## config.mk

```make
export PLATFORM = sky130hd
export DESIGN_NAME = byte_stream_token_lexer_core_flat
export DESIGN_NICKNAME = d
export VERILOG_FILES = /design/src/hw/rtl/bstl_pkg.sv /design/src/hw/rtl/bstl_in_if.sv /design/src/hw/rtl/bstl_out_if.sv /design/src/hw/rtl/bstl_lexer.sv /design/src/hw/rtl/bstl_tok_fifo.sv /design/src/hw/rtl/byte_stream_token_lexer_core.sv /design/src/flat_wrapper.sv
export SDC_FILE = /design/constraint.sdc
export NUM_CORES = 1
export LEC_CHECK = 0
export BUFFER_PORTS_ARGS = -buffer_cell sky130_fd_sc_hd__buf_2
export CORE_UTILIZATION = 60
export DETAILED_ROUTE_END_ITERATION = 10
export HOLD_SLACK_MARGIN = 0.1
export PLACE_DENSITY = 0.78
export SLEW_MARGIN = 20
export SYNTH_ARGS = -nofsm -noshare
export SYNTH_HDL_FRONTEND = slang
export SYNTH_SLANG_ARGS = --single-unit
```

## constraint.sdc

```tcl
create_clock -name clk -period 16.44 [get_ports clk]
set_clock_uncertainty 0.15 [all_clocks]
set_input_delay 0 -clock clk [delete_from_list [all_inputs] [get_ports clk]]
set_output_delay 0 -clock clk [all_outputs]
set_load 0.05 [all_outputs]
```

## src/hw/rtl/bstl_pkg.sv

```systemverilog
// Package for the byte stream token lexer.
// Holds the lexer mode, token kind and operation codes, the token record and the
// character constants. Depends on nothing.
package bstl_pkg;

  typedef enum logic [1:0] {
    MODE_IDLE = 2'd0,
    MODE_NUM  = 2'd1,
    MODE_WORD = 2'd2
  } lex_mode_t;

  typedef enum logic [1:0] {
    KIND_INT    = 2'd0,
    KIND_PLEASE = 2'd1,
    KIND_WHAT   = 2'd2,
    KIND_OP     = 2'd3
  } tok_kind_t;

  typedef enum logic [2:0] {
    OP_ADD = 3'd0,
    OP_SUB = 3'd1,
    OP_DIV = 3'd2,
    OP_MUL = 3'd3,
    OP_EQ  = 3'd4
  } op_sym_t;

  typedef struct packed {
    tok_kind_t   kind;
    logic [31:0] value;
    logic        overflow;
    op_sym_t     op;
    logic        run_last;
  } token_t;

  typedef struct packed {
    logic   vld;
    token_t tok;
  } tok_slot_t;

  localparam logic [7:0] CH_ZERO  = 8'h30;
  localparam logic [7:0] CH_NINE  = 8'h39;
  localparam logic [7:0] CH_LOW_A = 8'h61;
  localparam logic [7:0] CH_LOW_Z = 8'h7a;
  localparam logic [7:0] CH_PLUS  = 8'h2b;
  localparam logic [7:0] CH_MINUS = 8'h2d;
  localparam logic [7:0] CH_SLASH = 8'h2f;
  localparam logic [7:0] CH_STAR  = 8'h2a;
  localparam logic [7:0] CH_EQUAL = 8'h3d;

  localparam logic [2:0] LEN_PLEASE = 3'd6;
  localparam logic [2:0] LEN_WHAT   = 3'd4;
  localparam logic [2:0] LEN_MAX    = 3'd7;

  // Expected letter of "please" at a word position.
  function automatic logic [7:0] please_char(input logic [2:0] pos);
    case (pos)
      3'd0:    please_char = 8'h70;
      3'd1:    please_char = 8'h6c;
      3'd2:    please_char = 8'h65;
      3'd3:    please_char = 8'h61;
      3'd4:    please_char = 8'h73;
      3'd5:    please_char = 8'h65;
      default: please_char = 8'h00;
    endcase
  endfunction

  // Expected letter of "what" at a word position.
  function automatic logic [7:0] what_char(input logic [2:0] pos);
    case (pos)
      3'd0:    what_char = 8'h77;
      3'd1:    what_char = 8'h68;
      3'd2:    what_char = 8'h61;
      3'd3:    what_char = 8'h74;
      default: what_char = 8'h00;
    endcase
  endfunction

endpackage

```

## src/hw/rtl/bstl_in_if.sv

```systemverilog
// Input channel of the byte stream token lexer: one text byte per transaction.
// Standalone interface, no package dependency.
interface bstl_in_if;
  logic       valid;
  logic       ready;
  logic [7:0] char_byte;
  logic       text_end;

  modport source (output valid, output char_byte, output text_end, input ready);
  modport sink (input valid, input char_byte, input text_end, output ready);
endinterface

```

## src/hw/rtl/bstl_out_if.sv

```systemverilog
// Result channel of the byte stream token lexer: one token per transaction.
// Standalone interface, no package dependency.
interface bstl_out_if;
  logic        valid;
  logic        ready;
  logic [1:0]  token_kind;
  logic [31:0] number_value;
  logic        number_overflow;
  logic [2:0]  op_symbol;
  logic        run_last;

  modport source (output valid, output token_kind, output number_value,
                  output number_overflow, output op_symbol, output run_last,
                  input ready);
  modport sink (input valid, input token_kind, input number_value,
                input number_overflow, input op_symbol, input run_last,
                output ready);
endinterface

```

## src/hw/rtl/bstl_lexer.sv

```systemverilog
// Lexer state registers and the per-byte update, producing up to two tokens.
// Depends on bstl_pkg.
module bstl_lexer #(
  parameter int NUMBER_WIDTH = 32
) (
  input  logic              clk,
  input  logic              rst_n,
  input  logic              in_fire,
  input  logic [7:0]        char_byte,
  input  logic              text_end,
  output bstl_pkg::token_t  tok0,
  output bstl_pkg::token_t  tok1,
  output logic [1:0]        tok_cnt
);
  import bstl_pkg::*;

  localparam logic [NUMBER_WIDTH-1:0] ACC_MAX = '1;

  lex_mode_t               mode_r, mode_nxt;
  logic [NUMBER_WIDTH-1:0] acc_r, acc_nxt;
  logic                    ovf_r, ovf_nxt;
  logic [2:0]              len_r, len_nxt;
  logic                    pa_r, pa_nxt;
  logic                    wa_r, wa_nxt;

  logic                    is_digit, is_letter, is_op;
  op_sym_t                 op_code;
  logic [3:0]              digit;
  logic [NUMBER_WIDTH-1:0] base_acc;
  logic                    base_ovf;
  logic [NUMBER_WIDTH+3:0] prod;
  logic [NUMBER_WIDTH-1:0] add_acc;
  logic                    add_ovf;
  logic [2:0]              base_len;
  logic                    base_pa, base_wa;
  logic                    add_pa, add_wa;
  logic [2:0]              add_len;
  tok_slot_t               close_cur, slot_a, slot_b;

  // Token that closing a run with the given state produces, if any.
  function automatic tok_slot_t close_run(
    input lex_mode_t mode, input logic [NUMBER_WIDTH-1:0] acc, input logic ovf,
    input logic [2:0] len, input logic pa, input logic wa);
    tok_slot_t                s;
    logic [NUMBER_WIDTH+31:0] ext;
    ext = {32'b0, acc};
    s.vld          = 1'b0;
    s.tok.kind     = KIND_INT;
    s.tok.value    = '0;
    s.tok.overflow = 1'b0;
    s.tok.op       = OP_ADD;
    s.tok.run_last = 1'b0;
    case (mode)
      MODE_NUM: begin
        s.vld          = 1'b1;
        s.tok.value    = ext[31:0];
        s.tok.overflow = ovf;
      end
      MODE_WORD: begin
        if (pa && len == LEN_PLEASE) begin
          s.vld      = 1'b1;
          s.tok.kind = KIND_PLEASE;
        end else if (wa && len == LEN_WHAT) begin
          s.vld      = 1'b1;
          s.tok.kind = KIND_WHAT;
        end
      end
      default: s.vld = 1'b0;
    endcase
    return s;
  endfunction

  always_comb begin
    is_digit  = char_byte inside {[CH_ZERO:CH_NINE]};
    is_letter = char_byte inside {[CH_LOW_A:CH_LOW_Z]};
    is_op     = 1'b1;
    case (char_byte)
      CH_PLUS:  op_code = OP_ADD;
      CH_MINUS: op_code = OP_SUB;
      CH_SLASH: op_code = OP_DIV;
      CH_STAR:  op_code = OP_MUL;
      CH_EQUAL: op_code = OP_EQ;
      default: begin
        op_code = OP_ADD;
        is_op   = 1'b0;
      end
    endcase
    digit = 4'(char_byte - CH_ZERO);

    close_cur = close_run(mode_r, acc_r, ovf_r, len_r, pa_r, wa_r);

    // Number run: continue or start fresh, then scale by ten and add the digit.
    base_acc = (mode_r == MODE_NUM) ? acc_r : '0;
    base_ovf = (mode_r == MODE_NUM) ? ovf_r : 1'b0;
    prod     = ({4'b0, base_acc} << 3) + ({4'b0, base_acc} << 1)
               + (NUMBER_WIDTH+4)'(digit);
    if (|prod[NUMBER_WIDTH+3:NUMBER_WIDTH]) begin
      add_acc = ACC_MAX;
      add_ovf = 1'b1;
    end else begin
      add_acc = prod[NUMBER_WIDTH-1:0];
      add_ovf = base_ovf;
    end

    // Word run: track keyword match progress by position.
    base_len = (mode_r == MODE_WORD) ? len_r : 3'd0;
    base_pa  = (mode_r == MODE_WORD) ? pa_r : 1'b1;
    base_wa  = (mode_r == MODE_WORD) ? wa_r : 1'b1;
    add_pa   = base_pa && base_len < LEN_PLEASE && char_byte == please_char(base_len);
    add_wa   = base_wa && base_len < LEN_WHAT && char_byte == what_char(base_len);
    add_len  = (base_len < LEN_MAX) ? base_len + 3'd1 : base_len;

    mode_nxt = MODE_IDLE;
    acc_nxt  = '0;
    ovf_nxt  = 1'b0;
    len_nxt  = 3'd0;
    pa_nxt   = 1'b1;
    wa_nxt   = 1'b1;
    slot_a   = close_cur;
    slot_b   = '0;

    if (is_digit) begin
      if (mode_r == MODE_NUM) slot_a.vld = 1'b0;
      if (text_end) begin
        slot_b = close_run(MODE_NUM, add_acc, add_ovf, 3'd0, 1'b0, 1'b0);
      end else begin
        mode_nxt = MODE_NUM;
        acc_nxt  = add_acc;
        ovf_nxt  = add_ovf;
      end
    end else if (is_letter) begin
      if (mode_r == MODE_WORD) slot_a.vld = 1'b0;
      if (text_end) begin
        slot_b = close_run(MODE_WORD, '0, 1'b0, add_len, add_pa, add_wa);
      end else begin
        mode_nxt = MODE_WORD;
        len_nxt  = add_len;
        pa_nxt   = add_pa;
        wa_nxt   = add_wa;
      end
    end else begin
      slot_b.vld      = is_op;
      slot_b.tok.kind = KIND_OP;
      slot_b.tok.op   = op_code;
    end

    // Pack the valid tokens to the front and mark the final one.
    tok0    = slot_a.vld ? slot_a.tok : slot_b.tok;
    tok1    = slot_b.tok;
    tok_cnt = {1'b0, slot_a.vld} + {1'b0, slot_b.vld};
    tok0.run_last = (tok_cnt == 2'd1);
    tok1.run_last = 1'b1;
  end

  always_ff @(posedge clk) begin
    if (!rst_n) begin
      mode_r <= MODE_IDLE;
      acc_r  <= '0;
      ovf_r  <= 1'b0;
      len_r  <= 3'd0;
      pa_r   <= 1'b1;
      wa_r   <= 1'b1;
    end else if (in_fire) begin
      mode_r <= mode_nxt;
      acc_r  <= acc_nxt;
      ovf_r  <= ovf_nxt;
      len_r  <= len_nxt;
      pa_r   <= pa_nxt;
      wa_r   <= wa_nxt;
    end
  end

endmodule

```

## src/hw/rtl/bstl_tok_fifo.sv

```systemverilog
// Four-entry token queue taking up to two tokens per cycle and giving one.
// Depends on bstl_pkg.
module bstl_tok_fifo (
  input  logic              clk,
  input  logic              rst_n,
  input  logic              push,
  input  logic [1:0]        push_cnt,
  input  bstl_pkg::token_t  push_tok0,
  input  bstl_pkg::token_t  push_tok1,
  output logic              space_two,
  output logic              pop_valid,
  input  logic              pop_ready,
  output bstl_pkg::token_t  pop_tok
);
  import bstl_pkg::*;

  localparam int DEPTH = 4;
  localparam int AW    = $clog2(DEPTH);

  token_t          mem_r [DEPTH];
  logic [AW-1:0]   wp_r, wp_nxt;
  logic [AW-1:0]   rp_r, rp_nxt;
  logic [AW:0]     cnt_r, cnt_nxt;
  logic [1:0]      n_in;
  logic            pop;

  always_comb begin
    n_in      = push ? push_cnt : 2'd0;
    pop       = pop_valid && pop_ready;
    wp_nxt    = wp_r + AW'(n_in);
    rp_nxt    = rp_r + AW'(pop);
    cnt_nxt   = cnt_r + (AW+1)'(n_in) - (AW+1)'(pop);
    space_two = cnt_r <= (AW+1)'(DEPTH - 2);
    pop_valid = cnt_r != '0;
    pop_tok   = mem_r[rp_r];
  end

  always_ff @(posedge clk) begin
    if (!rst_n) begin
      wp_r  <= '0;
      rp_r  <= '0;
      cnt_r <= '0;
    end else begin
      wp_r  <= wp_nxt;
      rp_r  <= rp_nxt;
      cnt_r <= cnt_nxt;
    end
  end

  always_ff @(posedge clk) begin
    if (n_in != 2'd0) mem_r[wp_r] <= push_tok0;
    if (n_in == 2'd2) mem_r[wp_r + AW'(1)] <= push_tok1;
  end

endmodule

```

## src/hw/rtl/byte_stream_token_lexer_core.sv

```systemverilog
// Top level of the byte stream token lexer.
// Depends on bstl_pkg, bstl_in_if, bstl_out_if, bstl_lexer and bstl_tok_fifo.

// Byte stream token lexer. Takes one text byte per transaction on in_chan and
// delivers tokens on out_chan: digit runs become integer tokens (saturated at
// 2^NUMBER_WIDTH-1 with number_overflow set, low 32 bits shown), lower-case runs
// spelling "please" or "what" become keyword tokens, and + - / * = become
// operation tokens. Any other byte closes the current run and is dropped; a byte
// with text_end set closes any open run after it is handled. One byte may yield
// zero, one or two tokens, and run_last marks the final token of each byte.
// Throughput is one byte per cycle while tokens are taken as fast as they come;
// the output side drains one token per cycle, so bytes that yield two tokens
// stall the input once the four-entry token queue holds more than two. A byte is
// lexed as it is accepted and its tokens are registered into the token queue.
module byte_stream_token_lexer_core #(
  parameter int NUMBER_WIDTH = 32
) (
  input  logic       clk,
  input  logic       rst_n,
  bstl_in_if.sink    in_chan,
  bstl_out_if.source out_chan
);
  import bstl_pkg::*;

  logic       in_fire;
  token_t     tok0, tok1, head_tok;
  logic [1:0] tok_cnt;
  logic       space_two;

  // Accept a byte whenever the queue can absorb both possible tokens.
  assign in_chan.ready = space_two;
  assign in_fire       = in_chan.valid && space_two;

  // Lex the byte against the current run state.
  bstl_lexer #(
    .NUMBER_WIDTH (NUMBER_WIDTH)
  ) u_lexer (
    .clk       (clk),
    .rst_n     (rst_n),
    .in_fire   (in_fire),
    .char_byte (in_chan.char_byte),
    .text_end  (in_chan.text_end),
    .tok0      (tok0),
    .tok1      (tok1),
    .tok_cnt   (tok_cnt)
  );

  // Hold tokens until the sink takes them, one transaction per cycle.
  bstl_tok_fifo u_tok_fifo (
    .clk       (clk),
    .rst_n     (rst_n),
    .push      (in_fire),
    .push_cnt  (tok_cnt),
    .push_tok0 (tok0),
    .push_tok1 (tok1),
    .space_two (space_two),
    .pop_valid (out_chan.valid),
    .pop_ready (out_chan.ready),
    .pop_tok   (head_tok)
  );

  assign out_chan.token_kind      = head_tok.kind;
  assign out_chan.number_value    = head_tok.value;
  assign out_chan.number_overflow = head_tok.overflow;
  assign out_chan.op_symbol       = head_tok.op;
  assign out_chan.run_last        = head_tok.run_last;

endmodule
```

## src/flat_wrapper.sv

```systemverilog
// flat-port wrapper written by rule: the top's interface ports become plain ports
module byte_stream_token_lexer_core_flat import bstl_pkg::*;
#(
  parameter int NUMBER_WIDTH = 32
)
  (clk, rst_n, in_chan_valid, in_chan_char_byte, in_chan_text_end, in_chan_ready, out_chan_valid, out_chan_token_kind, out_chan_number_value, out_chan_number_overflow, out_chan_op_symbol, out_chan_run_last, out_chan_ready);
  bstl_in_if in_chan_i ();
  bstl_out_if out_chan_i ();
  input  logic clk;
  input  logic rst_n;
  input wire logic [$bits(in_chan_i.valid)-1:0] in_chan_valid;
  input wire logic [$bits(in_chan_i.char_byte)-1:0] in_chan_char_byte;
  input wire logic [$bits(in_chan_i.text_end)-1:0] in_chan_text_end;
  output wire logic [$bits(in_chan_i.ready)-1:0] in_chan_ready;
  output wire logic [$bits(out_chan_i.valid)-1:0] out_chan_valid;
  output wire logic [$bits(out_chan_i.token_kind)-1:0] out_chan_token_kind;
  output wire logic [$bits(out_chan_i.number_value)-1:0] out_chan_number_value;
  output wire logic [$bits(out_chan_i.number_overflow)-1:0] out_chan_number_overflow;
  output wire logic [$bits(out_chan_i.op_symbol)-1:0] out_chan_op_symbol;
  output wire logic [$bits(out_chan_i.run_last)-1:0] out_chan_run_last;
  input wire logic [$bits(out_chan_i.ready)-1:0] out_chan_ready;
  assign in_chan_i.valid = in_chan_valid;
  assign in_chan_i.char_byte = in_chan_char_byte;
  assign in_chan_i.text_end = in_chan_text_end;
  assign in_chan_ready = in_chan_i.ready;
  assign out_chan_valid = out_chan_i.valid;
  assign out_chan_token_kind = out_chan_i.token_kind;
  assign out_chan_number_value = out_chan_i.number_value;
  assign out_chan_number_overflow = out_chan_i.number_overflow;
  assign out_chan_op_symbol = out_chan_i.op_symbol;
  assign out_chan_run_last = out_chan_i.run_last;
  assign out_chan_i.ready = out_chan_ready;
  byte_stream_token_lexer_core #(.NUMBER_WIDTH(NUMBER_WIDTH)) u_core (.clk(clk), .rst_n(rst_n), .in_chan(in_chan_i), .out_chan(out_chan_i));
endmodule
```

# Yosys cells after proc, flatten, opt, wreduce, memory -nomap -nowiden
# Memory sizes are Yosys's and may differ from the RTL's. A register that Yosys moved wholly into a read port is not among the register bits.
# Index checks and enable logic that the tools add are counted.
classes:
  addsub: 10
  multipliers: 0
  div_mod_pow: 0
  magnitude_cmp: 8
  n_eq_ne: 20
  shifts: 0
  muxes: 54
  bitwise: 0
  reduce_logical: 18
op_table:
  columns: ["operator", "count"]
  rows:
  - ["$mux W32", 4]
  - ["$mux W40", 3]
  - ["$mux W33", 2]
  - ["$eq A8 B6 Y1 const B", 5]
  - ["$mux W39", 1]
  - ["$add A35 B33 Y36", 1]
  - ["$add A36 B4 Y36", 1]
  - ["$pmux W7 S5", 1]
  - ["$mux W3", 11]
  - ["$pmux W7 S4", 1]
  - ["$mux W1", 23]
  - ["$eq A3 B3 Y1 const B", 6]
  - ["$eq A8 B7 Y1", 2]
  - ["$logic_and A1 B1 Y1", 12]
  - ["$mux W2", 6]
  - ["$pmux W3 S4", 1]
  - ["$lt A3 B3 Y1 const B", 3]
  - ["$ge A8 B6 Y1 const B", 1]
  - ["$ge A8 B7 Y1 const B", 1]
  - ["$le A8 B6 Y1 const B", 1]
  - ["$le A8 B7 Y1 const B", 1]
  - ["$eq A3 B2 Y1 const B", 2]
  - ["$reduce_or A5 Y1", 1]
  - ["$eq A2 B1 Y1 const B", 2]
  - ["17 further kinds", 18]
totals:
  reg_bits: 47
  latch_bits: 0
  mem_bits_rw: 156
  rom_bits: 0
  in_bits: 13
  output_inout_bits: 41
  word_cells: 120
  mem_count: 1
mem_list:
  columns: ["memory", "depth", "word_bits", "rd", "rd_clocked_by_memory_dff", "wr", "line_no", "rtl"]
  rows:
  - ["u_core.u_tok_fifo.mem_r", 4, 39, 1, 1, 2, "bstl_tok_fifo.sv:20", "token_t mem_r [DEPTH];"]

# Logic depth before layout (Yosys ltp)
# Gate-level depths: netlist (run 1).
logic_depth:
  word_depth: 17
  mapped_depth: 21

# By module
# From an unflattened synthesis (run 1), not the netlist that was laid out.
unflattened:
  cells_unflattened: 1155
  area_unflattened_um2: 13352.8
modules_own_cells:
  columns: ["module", "instances", "cells_per_inst", "area_per_inst_um2", "seq_area_each_um2"]
  rows:
  - ["bstl_tok_fifo", 1, 432, 7961.4, 4824.6]
  - ["bstl_lexer", 1, 722, 5385.2, 800.8]
  - ["byte_stream_token_lexer_core", 1, 1, 6.3, 0.0]

# Worst setup path after synthesis (run 1)
# Ideal clock, no wire load.
synth_timing:
  kind: "register to register"
  start: "register u_core.u_lexer.mode_r[0]"
  end: "memory u_core.u_tok_fifo.mem_r[0][4] (netlist name) (data pin)"
  arrival_time_ns: 6.349
  slack_ns: 9.777
  stages_incl_launch_ff: 20
  n_path_buf: 1
  synth_period_minus_slack_ns: 6.663
  cell_sequence: "dfxtp_1 inv_1 ha_1 nand2_1 inv_1 ha_1 o21a_1 nor3_1 a31oi_1 a2111oi_0 and3b_1 nor2b_1 o21ai_0 ha_1 clkbuf_1 nand2_1 a21o_1 o21ai_0 a21boi_0 o22ai_1"
synth_lines:
  columns: ["element", "line_no", "rtl"]
  rows:
  - ["from (decl)", "bstl_lexer.sv:19", "lex_mode_t mode_r, mode_nxt;"]
  - ["from (signal assigned)", "bstl_lexer.sv:164", "mode_r <= mode_nxt;"]
  - ["to (decl)", "bstl_tok_fifo.sv:20", null]

==> metrics.md, run 1 <==
| Metric | Value |
|---|---|
| Worst path max stage delay | 870 ps |
| Total core area | 19,700 µm² |
| CP endpoint kind | flop |
| Top-count cell post-synth | edfxtp_1 |
| Worst path cell trace | inv_1, ha_1, nand2_1, inv_1, ha_1, o21a_1, nor3_1, a31oi_1, a2111oi_0, and3b_1, nor2b_1, o21ai_0, ha_1, o211ai_1, o21ai_0, nand3_2, o22ai_1 |
| Site Rows | 51 |
| Startpoint types | flop |
| Met3 WL post-DR | 4410 µm |
| WS Path Type | reg2reg |
| Fmax | 0.179 GHz |
| Number of flops mapped to enable cells by yosys | 152 |
| # resized after CTS | 0 |
| Fillers | 1,456 |
| Clock buffer depth | 3 |
| # diodes | 0 |
| Clk pwr share | 0.359 |
| Primary FF master, synth | edfxtp_1 |
| Hold/Removal Path Class | in2reg |
| Synth Instances | 1,175 |
| Clk pin slew, worst setup/hold paths | 60 ps |
| Synth cell count leaders | 152 x edfxtp_1, 148 x nand2_1, 141 x o22ai_1 |
| Final Max Tran Viols | 0 |
| Remaining antenna violation count | 0 |
| First-iteration detailed-routing DRC count | 1,243 |
| Max Cap Violations | 0 |
| Psw | 0.000419 W |
| Internal | 0.000952 W |
| GPL Wtd Cong | 0.919 |
| Post-synthesis sequential area ratio | 0.459 |
| Post-synth top area share | 0.375 |
| Worst-margin pin slew | 1110 ps |
| Setup violators final | 0 |
| PwrDens | 102 nW/µm² |
| Multi-input gate area | 6080 µm² |
| #FFs+latches synth | 203 |
| Most used cell, CP | ha_1 |
| Global-route wire length before repair | 51,000 µm |
| RSZ-0062 raised after global routing | false |
| Final hold violation count | 0 |
| Synth area leader | edfxtp_1 |
| H-tree Lvls | 1 |
| Min cycle time layout | 5590 ps |
| CTS buffer count | 20 |
| Vias | 10,100 |
| Switch share | 0.306 |
| Post-route DRC | 0 |
| Avg Cell Area, Syn | 10.3 µm² |
| I/O pin cnt | 54 |
| Slew headroom | 0.258 |
| Worst path bufs/invs | 2 |
| WL per Instance | 22.5 µm |
| Starting density of the core | 0.619 |
| Seq. cell area | 5590 µm² |
| Status | completed |
| TritonCTS clock tree | done |
| Largest cells by area after synthesis | edfxtp_1 38%, dfxtp_1 8.4%, ha_1 8.1% |
| Nets | 1,291 |
| Tot GR Track Use | 0.323 |
| Pre-antenna DRT Iters | 6 |
| Initial antenna violation count | 0 |
| Top delay family on crit path | compound AO/OA/AOI/OAI gates |
| Die Height | 144 µm |
| Met1 WL | 12,800 µm |
| Share of cells above drive strength 1 | 0.140 |
| Area delta synth->final | 10.6% |
| Worst VDD drop | 0.0794 mV |
| Post-Route WL | 33,100 µm |
| Syn_nets | 1,270 |
| Hold WS | 124 ps |
| Die span in x | 144 µm |
| CTS Sinks | 203 |
| Largest net degree at the start of global routing | 41 |
| Max Used Layer | met5 |
| Gr ovfl total | 0 |
| Port Buf Inserts | 53 |
| Post-Syn Area | 12,200 µm² |
| Final Cycle Share | 0.340 |
| Max Fanout on Critical Path | 32 |
| Warnings, synthesis | 0 |
| Slowest stage cell, crit path | nand3_2 |
| Vias in the first global route | 9,352 |
| Ys async rst share | 0 |
| Post-Route Setup TNS | 0 ps |
| CTS root buffer | clkbuf_16 |
| Die area | 20,800 µm² |
| Comb pwr share | 0.234 |
| Via density per instance | 6.82 |
| Setup Fix Bufs, Post-CTS | 0 |
| Seq pwr share | 0.408 |
| DP HPWL | 21,500 µm |
| Pleak | 5.05 nW |
| Critical Path AT | 5720 ps |
| Clk_lat worst skew | 500 ps |
| Worst EP required | 16,570 ps |
| Metal2 WL | 14,900 µm |
| Synth unique cells | 69 |
## metal layers
| layer | vias to the layer above | track usage |
|---|---|---|
| li1 | 4500 | - |
| met1 | 4707 | 0.454 |
| met2 | 765 | 0.495 |
| met3 | 86 | 0.0659 |
| met4 | 2 | 0.106 |
| met5 | - | 0.0301 |
## kinds of logic after synthesis
family,count (synthesis),share of synthesized area
mux,42,0.0748
buf+inv,146,0.0473
compound gates,338,0.172
xor+xnor,33,0.0238
simple gates,331,0.137
flops,203,0.459
fa+ha+maj,82,0.0862
## worst paths after layout
| kind | slack, ps | start | end | cells past startpoint |
|---|---|---|---|---|
| worst max-delay path | 10850 | u_core.u_lexer.mode_r[0] | u_core.u_tok_fifo.mem_r[1][33] | 17 |
| worst min-delay path | 120 | in_chan_char_byte[6] | u_core.u_lexer.mode_r[0] | 6 |
| worst max register to register | 10850 | u_core.u_lexer.mode_r[0] | u_core.u_tok_fifo.mem_r[1][33] | 17 |
| worst min register to register | 300 | u_core.u_lexer.acc_r[2] | u_core.u_lexer.acc_r[2] | 2 |
## power by group through the flow
stage | Sequential, W | Clock (W) | Combinational (W)
after floorplan | 0.000569 | 0 | 0.000257
after global placement | 0.000570 | 0 | 0.000316
after detailed placement | 0.000570 | 0 | 0.000319
after CTS | 0.000559 | 0.000491 | 0.000322
after global routing | 0.000559 | 0.000512 | 0.000340
final | 0.000559 | 0.000492 | 0.000320
## area by class of cell
type                            count  share of cell area
Multi-Input combinational cell    826               0.452
Sequential cell                   203               0.415
Timing Repair Buffer               82              0.0385
Tap cell                          265              0.0247
Inverter                           63              0.0176
Clock inverter                     12              0.0122
Clock buffer                       24              0.0399
## through the flow
step	cell area (µm²)	std cells	total power [W]	setup slack, ps	utilization
2_1_floorplan	12200	1175	0.000826	9780	-
3_3_place_gp	12600	1425	0.000885	11260	0.642
3_5_place_dp	12600	1425	0.000889	11130	0.642
4_1_cts	13500	1475	0.00137	11080	0.684
5_1_grt	13500	1475	0.00141	10610	0.684
6_report	13500	1475	0.00137	10850	0.684
## timing repair
action                                  4_1_cts  5_1_grt
endpoints found under the setup margin        0        0
endpoints found under the hold margin        32        0
hold buffers                                 14        0
## tightest hold or removal path: stages
cell	delay (ps)
buf_2	100
nor3b_1	50
and3_1	260
nor2b_1	170
nand2_1	60
a21boi_0	70
## placed cells by master (no fill, tap or decap), types with 15 or more instances in the layout
cell type,synthesis,final
inv_1,62,62
buf_4,1,15
edfxtp_1,152,152
clkbuf_16,0,21
o22ai_1,141,141
nand2_1,148,148
and2_1,18,18
buf_2,13,53
dfxtp_1,51,49
xnor2_1,17,17
mux4_2,39,39
xor2_1,16,15
o21ai_0,75,73
a21oi_1,43,43
nor3_1,38,38
nor2_1,49,47
ha_1,79,79
## flip-flops by register name, indices dropped and copies added, names as in the netlist
name,flops
u_core.u_tok_fifo.mem_r,156
u_core.u_lexer.acc_r,32
u_core.u_lexer.wa_r,1
u_core.u_tok_fifo.wp_r,2
u_core.u_lexer.mode_r,2
u_core.u_lexer.len_r,3
u_core.u_lexer.ovf_r,1
u_core.u_tok_fifo.cnt_r,3
u_core.u_lexer.pa_r,1
u_core.u_tok_fifo.rp_r,2
(Power assumes the default switching activity.)
==> inputs of run 2 (changes only) <==
CORE_UTILIZATION = 57   (was 60)
clock period = 4.7 ns   (was 16.44 ns; I/O delays follow)
==> run 2 against run 1 <==
- utilization fell by 0.63 points
- setup slack got worse by 11000 ps
- non-clock buffer count rose by 63
- highest routed layer is now met4
- worst hold slack improved by 45 ps
- via count rose by 2.4%
- sequential power rose to 3.7 times the previous value
- total power rose to 3.6 times the previous value
- maximum frequency rose by 23%
- combinational power rose to 3.3 times the previous value
- global-route usage fell by 2.2 points
- largest cell class unchanged
- flip-flop and latch count did not move
==> metrics.md, run 2 (synthesis gave the netlist of run 1 again) <==
| Metric | Value |
|---|---|
| Crit path launch | u_core.u_lexer.mode_r[1] |
| Largest registers | u_core.u_tok_fifo.mem_r: 156 flops, u_core.u_lexer.acc_r: 32 flops |
| Die span in x | 148 µm (+2.6%) |
| First-iteration detailed-routing DRC count | 1,208 (-2.8%) |
| Pre-antenna DRT Iters | 6 (unchanged) |
| Post-route DRC | 0 (unchanged) |
| Final hold violation count | 0 (unchanged) |
| Vias | 10,300 (+2.4%) |
| Port Buf Inserts | 53 (unchanged) |
| Reg2Reg Depth | 19 (+2) |
| Die area | 21,900 µm² (+5.2%) |
| Final Cell Area | 14,200 µm² (+5.6%) |
| Slew headroom | 0.204 (-0.0547) |
| Met2 GRT Util | 0.493 (-0.00202) |
| Startpoint types | flop |
| Starting density of the core | 0.580 (-0.0384) |
| I/O pin cnt | 54 (unchanged) |
| Hold WS | 169 ps (+45.1 ps) |
| Hold/Removal Path Class | in2reg |
| Setup violators final | 0 (unchanged) |
| Most frequent cells in the layout | 152 x edfxtp_1, 146 x nand2_1, 141 x o22ai_1 |
| Placed cell count | 1,492 (+4.7%) |
| Worst VDD drop | 0.196 mV (+150%) |
| Area delta synth->final | 16.8% |
| Pleak | 5.42 nW (+7.2%) |
| Min cycle time layout | 4530 ps (-1060 ps) |
| # diodes | 0 (unchanged) |
| Fmax | 0.221 GHz (+23%) |
| Worst-margin pin slew | 1190 ps (+86.2 ps) |
| Max Fanout on Critical Path | 34 (+6.3%) |
| Tot GR Track Use | 0.301 (-0.0217) |
| CP endpoint kind | flop |
| Share of cells above drive strength 1 | 0.187 (+0.0475) |
| PwrDens | 345 nW/µm² (+240%) |
| GPL Wtd Cong | 0.927 (+0.89%) |
| Total core area | 21,000 µm² (+6.6%) |
| Worst Setup EP | u_core.u_tok_fifo.mem_r[3][12] |
| CTS root buffer | clkbuf_16 |
| Crit Reg-Reg Startpoint | u_core.u_lexer.mode_r[1] |
| Final Cycle Share | 0.964 (+0.624) |
| CTS buffer count | 22 (+10%) |
| Largest net degree at the start of global routing | 41 (unchanged) |
| Post-Layout Cell Count | 1,552 (+5.2%) |
| Max Cap Violations | 0 (unchanged) |
| Via density per instance | 6.64 (-2.7%) |
| WL per Instance | 21.3 µm (-5.3%) |
| Worst EP required | 4790 ps (-11,780 ps) |
| Nets | 1,356 (+5.0%) |
| Clock buffer depth | 3 (unchanged) |
| Max reg flops | 156 (unchanged) |
| CTS Sinks | 203 (unchanged) |
| Initial antenna violation count | 0 (unchanged) |
| Grt peak-use layer | met2 |
| Clk_lat worst skew | 520 ps (+20 ps) |
| RSZ-0062 raised after global routing | false |
| Placed Area | 13,200 µm² (+4.4%) |
| Gr ovfl total | 0 (unchanged) |
| WS Path Type | reg2reg |
| Die Height | 148 µm (+2.6%) |
| Met3 Use GR | 0.0445 (-0.0214) |
| Final WS setup | 171 ps (-10,680 ps) |
| H-tree Lvls | 1 (unchanged) |
| FF-to-FF setup slack | 170 ps (-10,680 ps) |
| Post-place setup slack | -73.9 ps (-11,200 ps) |
| Final Max Tran Viols | 0 (unchanged) |
| Post-Route WL | 33,000 µm (-0.37%) |
| Site Rows | 53 (+3.9%) |
| DP HPWL | 21,000 µm (-2.2%) |
| Largest register by flop count | u_core.u_tok_fifo.mem_r |
| R2R Path End | u_core.u_tok_fifo.mem_r[3][12] |
| Global-route wire length before repair | 52,200 µm (+2.3%) |
| Critical Path AT | 4610 ps (-1110 ps) |
| Most common cell after layout, fill and taps aside | edfxtp_1 |
| Remaining antenna violation count | 0 (unchanged) |
| TritonCTS clock tree | done |
| Status | completed |
| Vias in the first global route | 10,000 (+7.4%) |
| M1 GR Usage | 0.413 (-0.0408) |
| Clk pin slew, worst setup/hold paths | 60 ps (about the same) |
==> run 2: changes by cell type in the layout (fill, tap and decap cells not counted), moves of 5 or more <==
cell	before	now
dlygate4sd3_1	14	19
buf_4	15	59
o21ai_0	73	68
buf_12	0	12
==> run 2: how the worst min path moves through the flow <==
stage / cells past startpoint / to / slack (ps) / startpoint
5_1_grt: 4 / u_core.u_tok_fifo.mem_r[2][3] / 190 / in_chan_char_byte[2]
4_1_cts: 4 / u_core.u_tok_fifo.mem_r[2][3] / 160 / in_chan_char_byte[2]
3_3_place_gp: 2 / u_core.u_lexer.wa_r / 150 / rst_n
2_1_floorplan: 1 / u_core.u_lexer.len_r[2] / -20 / rst_n
3_5_place_dp: 2 / u_core.u_lexer.pa_r / 160 / rst_n
6_report: 4 / u_core.u_tok_fifo.mem_r[2][3] / 170 / in_chan_char_byte[2]
==> run 2: repair_timing <==
action / 4_1_cts / 5_1_grt
setup buffers: 0 / 1
resized for setup: 3 / 24
endpoints found under the hold margin: 45 / 0
pin swaps: 0 / 3
endpoints found under the setup margin: 71 / 266
hold buffers: 19 / 0
==> run 2: area by class of cell <==
class,count,area [µm²]
Clock buffer,24,558
Clock inverter,16,196
Fill cell,1469,6750
Inverter,63,236
Multi-Input combinational cell,826,6120
Sequential cell,203,5590
Tap cell,275,344
Timing Repair Buffer,145,1160
==> run 2: layer usage <==
layer / wire [µm] / share of wire
met1: 13300 / 0.40
met5: 0 / 0
met3: 3060 / 0.093
met4: 645 / 0.020
met2: 16000 / 0.48
==> run 2: per-stage QoR <==
| step | utilization | total power (W) | setup TNS, ps |
|---|---|---|---|
| global route | 0.678 | 0.00504 | 0 |
| finish | 0.678 | 0.00490 | 0 |
| CTS | 0.673 | 0.00490 | 0 |
| detailed placement | 0.628 | 0.00312 | -927 |
| global placement | 0.628 | 0.00311 | -9.44 |
| floorplan | - | 0.00289 | -41700 |
==> run 2: power breakdown <==
| part | total [W] | switching [W] | internal (W) |
|---|---|---|---|
| Sequential | 0.00205 | 0.000113 | 0.00194 |
| Combinational | 0.00105 | 0.000681 | 0.000365 |
| Clock | 0.00180 | 0.000720 | 0.00108 |
==> run 2: worst max-delay path, cell delays in order, from the launching register on <==
cell     delay (ps)
dfxtp_1         350
inv_1            90
ha_4            210
buf_6           180
nand2_1         110
inv_1            80
ha_1            280
ha_1            170
inv_1            60
fa_1            370
nor2b_1         220
o31a_1          260
a31oi_4         150
o21ai_2         190
a31oi_1         120
mux2i_1         130
or3_1           370
buf_12          200
nor3_2          380
o22ai_1         140
==> inputs of run 3 (changes only) <==
CORE_UTILIZATION = 50   (was 57)
MAX_ROUTING_LAYER = met4   (was default)
PLACE_DENSITY = 0.69   (was 0.78)
==> run 3 against run 2 <==
- worst hold slack lost 51 ps
- count of clock-buffer cells in the layout grew 6
- total power shrank 3.7%
- final area shrank 0.12%
- combinational power is essentially flat
- critical endpoint is now u_core.u_tok_fifo.mem_r[3][34]
==> metrics.md, run 3 (synthesis gave the netlist of run 1 again) <==
| Metric | Value |
|---|---|
| Reg2Reg Depth | 18 (-1) |
| CTS root buffer | clkbuf_16 |
| Post-Route WL | 32,800 µm (-0.50%) |
| Port Buf Inserts | 53 (unchanged) |
| Post-place setup slack | -50.3 ps (+23.6 ps) |
| Initial antenna violation count | 0 (unchanged) |
| Met3 Use GR | 0.0391 (-0.00533) |
| Worst EP required | 4790 ps (about the same) |
| Startpoint types | flop |
| Area delta synth->final | 16.7% |
| Fillers | 1,998 (+36%) |
| R2R Path End | u_core.u_tok_fifo.mem_r[3][34] |
| CP endpoint kind | flop |
| Pleak | 5.39 nW (-0.60%) |
| Clock buffer depth | 3 (unchanged) |
| Most frequent cells in the layout | 152 x edfxtp_1, 145 x nand2_1, 141 x o22ai_1 |
| PwrDens | 333 nW/µm² (-3.6%) |
| Max Fanout on Critical Path | 27 (-21%) |
| H-tree Lvls | 1 (unchanged) |
| Via density per instance | 6.27 (-5.6%) |
| Die span in x | 158 µm (+6.7%) |
| TritonCTS clock tree | done |
| Max reg flops | 156 (unchanged) |
| Total core area | 23,700 µm² (+13%) |
| WS Path Type | reg2reg |
| Remaining antenna violation count | 0 (unchanged) |
| Worst-margin pin slew | 915 ps (-280 ps) |
| Fmax | 0.220 GHz (-0.16%) |
| Most common cell after layout, fill and taps aside | edfxtp_1 |
| First-iteration detailed-routing DRC count | 952 (-21%) |
| Global-route wire length before repair | 52,200 µm (about the same) |
| GPL Wtd Cong | 0.955 (+3.1%) |
| Post-route DRC | 0 (unchanged) |
| Clk_lat worst skew | 510 ps (about the same) |
| Site Rows | 56 (+5.7%) |
| Worst Setup EP | u_core.u_tok_fifo.mem_r[3][34] |
| CTS Sinks | 203 (unchanged) |
| Starting density of the core | 0.513 (-0.0668) |
| Slew headroom | 0.390 (+0.187) |
| Critical Path AT | 4620 ps (about the same) |
| M1 GR Usage | 0.370 (-0.0429) |
| Hold WS | 118 ps (-50.7 ps) |
| Tot GR Track Use | 0.277 (-0.0243) |
| Crit Reg-Reg Startpoint | u_core.u_lexer.mode_r[1] |
| Grt peak-use layer | met2 |
| Largest registers | u_core.u_tok_fifo.mem_r: 156 flops, u_core.u_lexer.acc_r: 32 flops |
| Die Height | 158 µm (+6.7%) |
| Final Cycle Share | 0.965 (+0.00152) |
| Largest register by flop count | u_core.u_tok_fifo.mem_r |
| Hold/Removal Path Class | in2reg |
| FF-to-FF setup slack | 160 ps (about the same) |
| Share of cells above drive strength 1 | 0.193 (+0.00558) |
| Status | completed |
| Vias | 9,931 (-3.6%) |
| Final Cell Area | 14,200 µm² (-0.12%) |
| Final Max Tran Viols | 0 (unchanged) |
| Min cycle time layout | 4540 ps (+7.16 ps) |
| Final WS setup | 164 ps (-7.15 ps) |
| CTS buffer count | 22 (unchanged) |
| Setup violators final | 0 (unchanged) |
| Final core occ | 0.599 (-0.0788) |
| Gr ovfl total | 0 (unchanged) |
| Placed Area | 13,200 µm² (+0.17%) |
| Clk pin slew, worst setup/hold paths | 60 ps (about the same) |
| # diodes | 0 (unchanged) |
| I/O pin cnt | 54 (unchanged) |
| Max Cap Violations | 0 (unchanged) |
| Nets | 1,346 (-0.74%) |
| Met2 GRT Util | 0.447 (-0.0468) |
| Vias in the first global route | 9,689 (-3.5%) |
| Die area | 24,900 µm² (+14%) |
| WL per Instance | 20.7 µm (-2.6%) |
| DP HPWL | 22,100 µm (+5.2%) |
| Final hold violation count | 0 (unchanged) |
| Pre-antenna DRT Iters | 8 (+2) |
| Largest net degree at the start of global routing | 41 (unchanged) |
| Hold path startpoint | in_chan_char_byte[6] |
| Worst VDD drop | 0.259 mV (+32%) |
| Crit path launch | u_core.u_lexer.mode_r[1] |
[run 3: cell count changes in the layout (fill, tap and decap cells not counted), sizes merged]
cell / change
inv: -1
buf: -5
clkinvlp: -1
dlygate4sd3: -6
clkinv: -2
clkbuf: +7
bufinv: -3
[run 3: worst min path at each step]
stage / endpoint / slack, ps / cells after the start
2_1_floorplan: u_core.u_lexer.len_r[2] / -20 / 1
3_3_place_gp: u_core.u_lexer.wa_r / 140 / 2
3_5_place_dp: u_core.u_lexer.pa_r / 150 / 2
4_1_cts: u_core.u_tok_fifo.mem_r[2][1] / 110 / 5
5_1_grt: u_core.u_tok_fifo.mem_r[2][1] / 160 / 5
6_report: u_core.u_lexer.mode_r[0] / 120 / 6
[run 3: critical path: stages (launching register included)]
cell and delay (ps):
dfxtp_1 350, inv_1 80, ha_2 240, nand2_1 120, inv_1 80, fa_1 530, inv_1 70, fa_1 440
nor2b_2 160, o31a_1 240, a31oi_4 160, o21ai_4 210, a31oi_1 120, mux2i_1 130, or3_1 400, buf_12 200
nor4b_2 260, buf_4 190, o22ai_1 80
[run 3: repair_timing]
| action | CTS | global route |
|---|---|---|
| pin swaps | 0 | 4 |
| resized for setup | 3 | 41 |
| cloned | 0 | 1 |
| hold buffers | 13 | 0 |
| setup buffers | 0 | 2 |
| setup endpoints to repair | 7 | 328 |
| hold endpoints to repair | 36 | 0 |
[run 3: power breakdown]
part / internal (W) / switching [W]
clock network: 0.000948 / 0.000687
registers: 0.00194 / 0.0000997
logic: 0.000361 / 0.000685
total: 0.00325 / 0.00147
[run 3: final cells by class]
| class | count | area (µm²) | area share |
|---|---|---|---|
| Sequential cell | 203 | 5590 | 0.394 |
| Inverter | 63 | 236 | 0.0167 |
| Timing Repair Buffer | 135 | 1080 | 0.0761 |
| Clock buffer | 30 | 602 | 0.0424 |
| Tap cell | 319 | 399 | 0.0281 |
| Clock inverter | 9 | 70.1 | 0.00494 |
| Multi-Input combinational cell | 826 | 6210 | 0.438 |
[run 3: layer usage]
layer,share of wire,vias to the layer above,routed length (µm)
met3,0.082,54,2690
met5,0,-,0
met4,0.017,0,568
met1,0.42,4840,13900
li1,-,4612,-
met2,0.48,425,15700
[run 3: through the flow]
stage	TNS, ps	cells	power [W]
final	0	1585	0.00472
after global routing	-234	1585	0.00488
after CTS	0	1582	0.00475
after detailed placement	-147	1530	0.00312
after global placement	0	1530	0.00312
after floorplan	-41700	1175	0.00289
